[src/mbst_pkg.sv]
// Shared types and codes of the minimal bitset subsumption table.
package mbst_pkg;

    localparam int VEC_MAX   = 64;
    localparam int COUNT_W   = 7;
    localparam int COUNT_MAX = 127;

    localparam logic [1:0] FN_ADD      = 2'd0;
    localparam logic [1:0] FN_SUBSET   = 2'd1;
    localparam logic [1:0] FN_SUPERSET = 2'd2;

    typedef struct packed {
        logic [1:0]         func;
        logic [VEC_MAX-1:0] vector_bits;
    } mbst_req_t;

    typedef struct packed {
        logic               found;
        logic               inserted;
        logic [COUNT_W-1:0] removed_count;
        logic               overflow;
        logic [COUNT_W-1:0] entries_held;
    } mbst_rsp_t;

    typedef enum logic [1:0] {
        ST_IDLE,
        ST_SCAN,
        ST_FINISH
    } mbst_state_t;

    typedef struct packed {
        logic start;
        logic scan;
    } mbst_head_ctrl_t;

endpackage

[src/mbst_cell.sv]
// One storage cell of the entry ring: shifts towards the head, loads on a write.
module mbst_cell #(
    parameter int VECTOR_WIDTH = 64,
    parameter int IDX_W        = 6,
    parameter int CELL_INDEX   = 0
) (
    input  logic                    clk,
    input  logic                    rst_n,
    input  logic                    shift,
    input  logic [VECTOR_WIDTH-1:0] nbr_bits,
    input  logic                    nbr_valid,
    input  logic                    wr_en,
    input  logic [IDX_W-1:0]        wr_idx,
    input  logic [VECTOR_WIDTH-1:0] wr_bits,
    output logic [VECTOR_WIDTH-1:0] bits,
    output logic                    valid
);

    logic [VECTOR_WIDTH-1:0] bits_reg;
    logic                    valid_reg;
    logic                    hit_wr;

    assign hit_wr = wr_en && (wr_idx == IDX_W'(CELL_INDEX));

    always_ff @(posedge clk or negedge rst_n)
    begin
        if (!rst_n)
        begin
            valid_reg <= 1'b0;
        end
        else if (shift)
        begin
            valid_reg <= nbr_valid;
        end
        else if (hit_wr)
        begin
            valid_reg <= 1'b1;
        end
    end

    always_ff @(posedge clk)
    begin
        if (shift)
        begin
            bits_reg <= nbr_bits;
        end
        else if (hit_wr)
        begin
            bits_reg <= wr_bits;
        end
    end

    assign bits  = bits_reg;
    assign valid = valid_reg;

endmodule

[src/mbst_head.sv]
// Compare unit at the head of the ring: tests each passing entry and keeps the scan tallies.
module mbst_head #(
    parameter int VECTOR_WIDTH = 64,
    parameter int IDX_W        = 6,
    parameter int CNT_W        = 7
) (
    input  logic                    clk,
    input  logic                    rst_n,
    input  mbst_pkg::mbst_head_ctrl_t ctrl,
    input  logic [1:0]              func,
    input  logic [VECTOR_WIDTH-1:0] vec,
    input  logic [IDX_W-1:0]        step,
    input  logic [VECTOR_WIDTH-1:0] head_bits,
    input  logic                    head_valid,
    output logic                    keep_valid,
    output logic                    found,
    output logic [CNT_W-1:0]        removed,
    output logic                    free_found,
    output logic [IDX_W-1:0]        free_idx
);

    logic             sub_hit;
    logic             sup_hit;
    logic             erase;
    logic             hit;
    logic             found_reg;
    logic [CNT_W-1:0] removed_reg;
    logic             free_found_reg;
    logic [IDX_W-1:0] free_idx_reg;

    assign sub_hit = head_valid && ((head_bits & ~vec) == '0);
    assign sup_hit = head_valid && ((vec & ~head_bits) == '0);

    // Drop strict supersets only; an equal entry means the add is subsumed.
    assign erase      = ctrl.scan && (func == mbst_pkg::FN_ADD) && sup_hit && !sub_hit;
    assign keep_valid = head_valid && !erase;

    always_comb
    begin
        case (func)
            mbst_pkg::FN_ADD:      hit = sub_hit;
            mbst_pkg::FN_SUBSET:   hit = sub_hit;
            mbst_pkg::FN_SUPERSET: hit = sup_hit;
            default:               hit = 1'b0;
        endcase
    end

    always_ff @(posedge clk or negedge rst_n)
    begin
        if (!rst_n)
        begin
            found_reg      <= 1'b0;
            removed_reg    <= '0;
            free_found_reg <= 1'b0;
        end
        else if (ctrl.start)
        begin
            found_reg      <= 1'b0;
            removed_reg    <= '0;
            free_found_reg <= 1'b0;
        end
        else if (ctrl.scan)
        begin
            if (hit)
            begin
                found_reg <= 1'b1;
            end
            if (erase)
            begin
                removed_reg <= removed_reg + CNT_W'(1);
            end
            if (!free_found_reg && !keep_valid)
            begin
                free_found_reg <= 1'b1;
            end
        end
    end

    always_ff @(posedge clk)
    begin
        if (ctrl.scan && !free_found_reg && !keep_valid)
        begin
            free_idx_reg <= step;
        end
    end

    assign found      = found_reg;
    assign removed    = removed_reg;
    assign free_found = free_found_reg;
    assign free_idx   = free_idx_reg;

endmodule

[src/minimal_bitset_subsumption_table_core.sv]
// Top level of the minimal bitset subsumption table: entry ring, head unit and control.
//
// Use: a request item carries func (add, ask for stored subset, ask for stored
// superset) and a bit vector; each request gives exactly one response item with
// found, inserted, removed_count, overflow and entries_held. Both channels are
// valid/ready; an item moves when valid and ready are high at a rising edge.
//
// The entries sit in a ring of TABLE_DEPTH cells that, while scanning, rotates one
// place per cycle past a single compare head, so every entry is tested once per
// item and the ring is back in place after a full turn. The turn sets the timing:
// a request is taken in idle, the ring turns once in the scan state and the finish
// state registers the response, then idle takes the next one. Strict supersets are
// erased as they pass the head; an insert goes into the lowest free slot at the end.
//
// Reset clears every valid flag, the entry count and the response valid flag at
// once; there is no clearing pass. A request is taken while an earlier response
// still waits in the output register; if the receiver stalls, the finished scan
// holds until the response register is free.
module minimal_bitset_subsumption_table_core #(
    parameter int VECTOR_WIDTH = 64,
    parameter int TABLE_DEPTH  = 64
) (
    input  logic                clk,
    input  logic                rst_n,
    input  logic                req_valid,
    output logic                req_ready,
    input  mbst_pkg::mbst_req_t req,
    output logic                rsp_valid,
    input  logic                rsp_ready,
    output mbst_pkg::mbst_rsp_t rsp
);

    localparam int IDX_W = (TABLE_DEPTH > 1) ? $clog2(TABLE_DEPTH) : 1;
    localparam int CNT_W = $clog2(TABLE_DEPTH + 1);
    localparam int CW    = mbst_pkg::COUNT_W;

    // Clamp a count to the response field.
    function automatic logic [CW-1:0] sat_count(input logic [CNT_W-1:0] n);
        logic [CW-1:0] r;
        if (32'(n) > mbst_pkg::COUNT_MAX)
        begin
            r = CW'(mbst_pkg::COUNT_MAX);
        end
        else
        begin
            r = CW'(n);
        end
        return r;
    endfunction

    mbst_pkg::mbst_state_t     state_reg, state_next;
    mbst_pkg::mbst_head_ctrl_t head_ctrl;

    logic [IDX_W-1:0]        step_reg;
    logic [1:0]              func_reg;
    logic [VECTOR_WIDTH-1:0] vec_reg;
    logic [CNT_W-1:0]        held_reg, held_next;
    mbst_pkg::mbst_rsp_t     rsp_reg, rsp_next;
    logic                    rsp_valid_reg;

    logic req_fire;
    logic scan_last;
    logic finish_fire;
    logic is_add;
    logic do_insert;
    logic do_overflow;

    logic [VECTOR_WIDTH-1:0] cell_bits  [TABLE_DEPTH];
    logic                    cell_valid [TABLE_DEPTH];

    logic                    keep_valid;
    logic                    head_found;
    logic [CNT_W-1:0]        head_removed;
    logic                    head_free_found;
    logic [IDX_W-1:0]        head_free_idx;

    assign req_fire  = req_valid && req_ready;
    assign scan_last = (step_reg == IDX_W'(TABLE_DEPTH - 1));

    // Next state.
    always_comb
    begin
        state_next = state_reg;
        case (state_reg)
            mbst_pkg::ST_IDLE:
            begin
                if (req_valid)
                begin
                    state_next = mbst_pkg::ST_SCAN;
                end
            end
            mbst_pkg::ST_SCAN:
            begin
                if (scan_last)
                begin
                    state_next = mbst_pkg::ST_FINISH;
                end
            end
            mbst_pkg::ST_FINISH:
            begin
                if (!rsp_valid_reg || rsp_ready)
                begin
                    state_next = mbst_pkg::ST_IDLE;
                end
            end
            default:
            begin
                state_next = mbst_pkg::ST_IDLE;
            end
        endcase
    end

    // State outputs.
    always_comb
    begin
        req_ready      = 1'b0;
        head_ctrl      = '0;
        finish_fire    = 1'b0;
        case (state_reg)
            mbst_pkg::ST_IDLE:
            begin
                req_ready       = 1'b1;
                head_ctrl.start = req_valid;
            end
            mbst_pkg::ST_SCAN:
            begin
                head_ctrl.scan = 1'b1;
            end
            mbst_pkg::ST_FINISH:
            begin
                finish_fire = !rsp_valid_reg || rsp_ready;
            end
            default:
            begin
                req_ready = 1'b0;
            end
        endcase
    end

    // Settle the add once the whole ring has passed the head.
    assign is_add      = (func_reg == mbst_pkg::FN_ADD);
    assign do_insert   = finish_fire && is_add && !head_found && head_free_found;
    assign do_overflow = is_add && !head_found && !head_free_found;

    always_comb
    begin
        held_next = held_reg - head_removed + CNT_W'(do_insert);
        rsp_next.found         = head_found;
        rsp_next.inserted      = is_add && !head_found && head_free_found;
        rsp_next.removed_count = sat_count(head_removed);
        rsp_next.overflow      = do_overflow;
        rsp_next.entries_held  = sat_count(held_next);
    end

    always_ff @(posedge clk or negedge rst_n)
    begin
        if (!rst_n)
        begin
            state_reg     <= mbst_pkg::ST_IDLE;
            step_reg      <= '0;
            held_reg      <= '0;
            rsp_valid_reg <= 1'b0;
        end
        else
        begin
            state_reg <= state_next;
            if (req_fire)
            begin
                step_reg <= '0;
            end
            else if (head_ctrl.scan && !scan_last)
            begin
                step_reg <= step_reg + IDX_W'(1);
            end
            if (finish_fire)
            begin
                held_reg      <= held_next;
                rsp_valid_reg <= 1'b1;
            end
            else if (rsp_ready)
            begin
                rsp_valid_reg <= 1'b0;
            end
        end
    end

    // Hold the operand for the whole scan; drop bits above the vector width.
    always_ff @(posedge clk)
    begin
        if (req_fire)
        begin
            func_reg <= req.func;
            vec_reg  <= req.vector_bits[VECTOR_WIDTH-1:0];
        end
        if (finish_fire)
        begin
            rsp_reg <= rsp_next;
        end
    end

    assign rsp_valid = rsp_valid_reg;
    assign rsp       = rsp_reg;

    // Ring of cells: each takes its upper neighbour, the last takes the head entry
    // with its valid flag after any erase.
    for (genvar i = 0; i < TABLE_DEPTH; i++)
    begin : g_cell
        logic [VECTOR_WIDTH-1:0] nbr_bits;
        logic                    nbr_valid;

        if (i == TABLE_DEPTH - 1)
        begin : g_tail
            assign nbr_bits  = cell_bits[0];
            assign nbr_valid = keep_valid;
        end
        else
        begin : g_mid
            assign nbr_bits  = cell_bits[i+1];
            assign nbr_valid = cell_valid[i+1];
        end

        mbst_cell #(
            .VECTOR_WIDTH (VECTOR_WIDTH),
            .IDX_W        (IDX_W),
            .CELL_INDEX   (i)
        ) u_cell (
            .clk       (clk),
            .rst_n     (rst_n),
            .shift     (head_ctrl.scan),
            .nbr_bits  (nbr_bits),
            .nbr_valid (nbr_valid),
            .wr_en     (do_insert),
            .wr_idx    (head_free_idx),
            .wr_bits   (vec_reg),
            .bits      (cell_bits[i]),
            .valid     (cell_valid[i])
        );
    end

    mbst_head #(
        .VECTOR_WIDTH (VECTOR_WIDTH),
        .IDX_W        (IDX_W),
        .CNT_W        (CNT_W)
    ) u_head (
        .clk        (clk),
        .rst_n      (rst_n),
        .ctrl       (head_ctrl),
        .func       (func_reg),
        .vec        (vec_reg),
        .step       (step_reg),
        .head_bits  (cell_bits[0]),
        .head_valid (cell_valid[0]),
        .keep_valid (keep_valid),
        .found      (head_found),
        .removed    (head_removed),
        .free_found (head_free_found),
        .free_idx   (head_free_idx)
    );

endmodule

[config.mk]
export PLATFORM = sky130hd
export DESIGN_NAME = minimal_bitset_subsumption_table_core
export DESIGN_NICKNAME = d
export VERILOG_FILES = /design/src/mbst_pkg.sv /design/src/mbst_cell.sv /design/src/mbst_head.sv /design/src/minimal_bitset_subsumption_table_core.sv
export SDC_FILE = /design/constraint.sdc
export NUM_CORES = 2
export LEC_CHECK = 0
export ABC_CLOCK_PERIOD_IN_PS = 9700
export BUFFER_PORTS_ARGS = -buffer_cell sky130_fd_sc_hd__buf_2
export CAP_MARGIN = 40
export CELL_PAD_IN_SITES_DETAIL_PLACEMENT = 1
export CELL_PAD_IN_SITES_GLOBAL_PLACEMENT = 2
export CORE_ASPECT_RATIO = 0.75
export CORE_UTILIZATION = 48
export CTS_CLUSTER_DIAMETER = 200
export DETAILED_ROUTE_END_ITERATION = 10
export MAX_ROUTING_LAYER = met4
export PLACE_DENSITY_LB_ADDON = 0.1
export SKIP_CTS_REPAIR_TIMING = 1
export SYNTH_ARGS = -nofsm -noshare
export SYNTH_HDL_FRONTEND = slang
export SYNTH_SLANG_ARGS = --single-unit
[constraint.sdc]
create_clock -name clk -period 9.7 [get_ports clk]
set_clock_uncertainty 0.15 [all_clocks]
set_input_delay 2.91 -clock clk [delete_from_list [all_inputs] [get_ports clk]]
set_output_delay 2.91 -clock clk [all_outputs]
set_load 0.01 [all_outputs]
==> impl_metrics.csv <==
group,metric,value,unit
global_routing,grt_usage,0.257,
logic_synthesis,synth_top_area_cell,"edfxtp_1",
setup_path,rrSetupSlack,5.02,ns
clock_network,htree_levels,5,
min_path,min_path_cells,1,
logic_synthesis,synthFlopType,"edfxtp_1",
setup_path,crit_chain,"buf_2 > nand2b_1 > nor2b_2 > buf_4 > nand2_1 > nor3b_1 > nand3_1 > o21ai_4 > buf_4",
clock_network,cts_tree,"built",
clock_network,clock_latency,0.94,ns
logic_synthesis,synth_compound_area_frac,0.195,
setup_path,cpMostUsedCell,"buf_4",
sta,tns,0,ns
setup_path,cpLargestDelayFamily,"simple AND/OR/NAND/NOR gates",
clock_network,cts_buffers,420,
setup_path,critPathKind,"in2reg",
sta,fmax,160,MHz
placement,placed_cell_area,0.173,mm²
sta,post-route-min-period,6.26,ns
clock_network,cts_root_buf,"clkbuf_16",
setup_path,cp_num_buf_inv,3,
floorplan,core,0.343,mm²
sta,maxSlewViolCount,0,
logic_synthesis,synth.top_cell.area_share,0.760,
power,p_int,52.8,mW
floorplan,die_y,510,µm
sta,hold-worst-slack,0.342,ns
setup_path,reg2reg_from,"state_reg[0]$_DFFE_PN0P_",
global_routing,antenna_found_initial,28,
run,maxCapViolations,0,
global_routing,grt_pass1_wl,644,mm
placement,place_congestion,0.873,
sta,slew_headroom,0.212,
logic_synthesis,synthSimpleGateAreaFrac,0.00699,
placement,place_inst,13800,
logic_synthesis,ys_ff_latch,4274,
power,seqPwrFrac,0.514,
logic_synthesis,synthAdderAreaFrac,0.00118,
final_layout,fin_area,0.186,mm²
power,pwr-share-clk,0.215,
drt,drt_iter0_drc,9236,
floorplan,io_pins,89,
power,power_leakage,88.3,nW
setup_path,r2r-end,"g_cell[46].u_cell.bits[37]$_DFFE_PP_",
drt,routed_via_density,6.02,
logic_synthesis,syn_nets,9866,
placement,dpl.hpwl,269,mm
setup_path,worst_path_max_delay_cell,"o21ai_4",
drt,wl_per_cell,29.5,µm
power,ir_worst_vdd,0.240,mV
logic_synthesis,synth_mux_area_frac,0.000598,
final_layout,largest_reg_flops,4096,
sta,hold_viol,0,
final_layout,instances_no_fill,14600,
logic_synthesis,ys_top_cells_by_count,"edfxtp_1, a21o_1, clkbuf_1, buf_1, dfrtp_1",
setup_path,endpoint_kind,"register",
clock_network,clock_path_buffers,4,
logic_synthesis,synth.distinct_cells,49,
setup_path,critPathLaunch,"rsp_ready",
sta,tightest_slew,1.18,ns
final_layout,fill_cells,30600,
setup_path,arrival,6.68,ns
floorplan,initial_utilization,0.482,
clock_network,cts.sinks,4274,
global_routing,grt-busiest-layer,"met2",
sta,timing.final.crit_share,0.646,
placement,io_buffers,88,
floorplan,design.die.area,0.347,mm²
min_path,hp-start,"g_cell[27].u_cell.valid$_DFFE_PN0P_",
final_layout,area_growth,12.6,%
final_layout,drive_gt1_frac,0.110,
global_routing,grt_use_met2,0.373,
logic_synthesis,ys.warnings.count,0,
sta,setup_violations,0,
logic_synthesis,synth_xor_area_frac,0.000636,
floorplan,die_w,680,µm
setup_path,cp_data_required_time,10.12,ns
power,power.net_switching,22.4,mW
min_path,min_to,"g_cell[27].u_cell.valid$_DFFE_PN0P_",
power,finalPower,75.2,mW
drt,final_antenna_net_count,0,
sta,grt_setup_unrepaired,"false",
drt,num_vias,88000,
logic_synthesis,netlist_instances,9781,
drt,wl,431,mm
logic_synthesis,async_flop_share,0.0208,
logic_synthesis,netlist_area,0.165,mm²
clock_network,clkTransAtPathRegs,0.06,ns
global_routing,grt_max_degree,250,
setup_path,cp_max_fo,44,
power,p_comb_frac,0.272,
drt,drcViolationCount,0,
logic_synthesis,synth.avg_cell_area,16.9,µm²
run_status,outcome,"finished, final reports clean",
placement,dp_slack,2.50,ns
setup_path,r2r_cells,8,
logic_synthesis,synth_top_family_by_area,"compound AO/OA/AOI/OAI gates",
logic_synthesis,ys_top_cells_by_area,"edfxtp_1, a21o_1, clkbuf_1, dfrtp_1, buf_1",
logic_synthesis,synth-edff-count,4185,
final_layout,fin_util,0.543,
power,p_per_area,404,mW/mm²
floorplan,rows,186,
global_routing,met3_usage,0.0614,
power,swShare,0.298,
drt,drtPass1Iterations,6,
setup_path,worstSetupStartpointType,"input port",
logic_synthesis,ys_seq_area_frac,0.774,
global_routing,grt_use_met1,0.372,
min_path,hp-class,"reg2reg",
final_layout,layout.nets,9750,
global_routing,overflow,0,
setup_path,cpPeakStageDelay,0.84,ns
logic_synthesis,synth.most_common_cell,"edfxtp_1",
sta,fin_ws,3.44,ns
global_routing,grt_pass1_vias,93800,
power groups by stage:
stage | Clock, mW | Sequential, mW | Combinational [mW]
2_1_floorplan | 0 | 37.9 | 13.7
3_3_place_gp | 0 | 38.9 | 19.4
3_5_place_dp | 0 | 38.9 | 20.4
4_1_cts | 16.5 | 38.7 | 20.7
5_1_grt | 17.0 | 39.6 | 22.2
6_report | 16.1 | 38.7 | 20.4
worst max path at each step:
| stage | to | depth (start not counted) | slack [ns] |
|---|---|---|---|
| detailed placement | g_cell[46].u_cell.bits[20]$_DFFE_PP_ | 9 | 2.50 |
| floorplan | g_cell[29].u_cell.valid$_DFFE_PN0P_ | 8 | 0.13 |
| global placement | g_cell[58].u_cell.bits[19]$_DFFE_PP_ | 9 | 2.30 |
| CTS | g_cell[46].u_cell.bits[53]$_DFFE_PP_ | 9 | 3.50 |
| global route | g_cell[46].u_cell.bits[31]$_DFFE_PP_ | 9 | 3.24 |
| finish | g_cell[46].u_cell.bits[37]$_DFFE_PP_ | 9 | 3.44 |
per-layer routing:
metal	vias to the layer above	share of wire	routed length, µm
met5	-	0	0
met4	0	0.018	7930
met3	531	0.080	34700
met2	2524	0.44	191000
met1	47500	0.46	198000
li1	37400	-	-
cells by family after synthesis:
group	Yosys count
compound gates	4296
xor+xnor	12
fa+ha+maj	15
buf+inv	973
flops	4274
mux	9
simple gates	202
final cells by class:
| type | count | area [µm²] | share of cell area |
|---|---|---|---|
| Antenna cell | 15 | 37.5 | 0.000202 |
| Sequential cell | 4274 | 128000 | 0.687 |
| Clock inverter | 242 | 2070 | 0.0111 |
| Multi-Input combinational cell | 4534 | 34600 | 0.186 |
| Tap cell | 4606 | 5760 | 0.0310 |
| Inverter | 54 | 204 | 0.00110 |
| Clock buffer | 521 | 11200 | 0.0604 |
| Timing Repair Buffer | 381 | 4280 | 0.0230 |
cells in the final DEF, fill, tap and decap left out, types with 5 or more instances in the layout:
cell / n
nand3_1: 8
o21ai_4: 64
nor2b_1: 35
edfxtp_1: 4185
clkinvlp_4: 16
nand2_1: 20
clkbuf_8: 9
a21oi_1: 11
o21ai_0: 5
clkbuf_1: 80
bufinv_16: 34
a2111o_1: 9
buf_16: 47
mux2_2: 7
o22a_1: 63
xor2_1: 6
ha_1: 14
inv_6: 6
buf_4: 191
nor4_1: 8
nor2_1: 10
diode_2: 15
o2111ai_1: 10
clkinv_2: 73
nand2b_1: 30
buf_2: 87
o22ai_1: 14
dfrtp_1: 89
clkinv_1: 106
and2_2: 50
xnor2_1: 6
clkbuf_16: 432
nor2_4: 14
a21o_1: 4098
inv_1: 53
buf_12: 56
No activity file was read; power rests on OpenSTA's default activity.
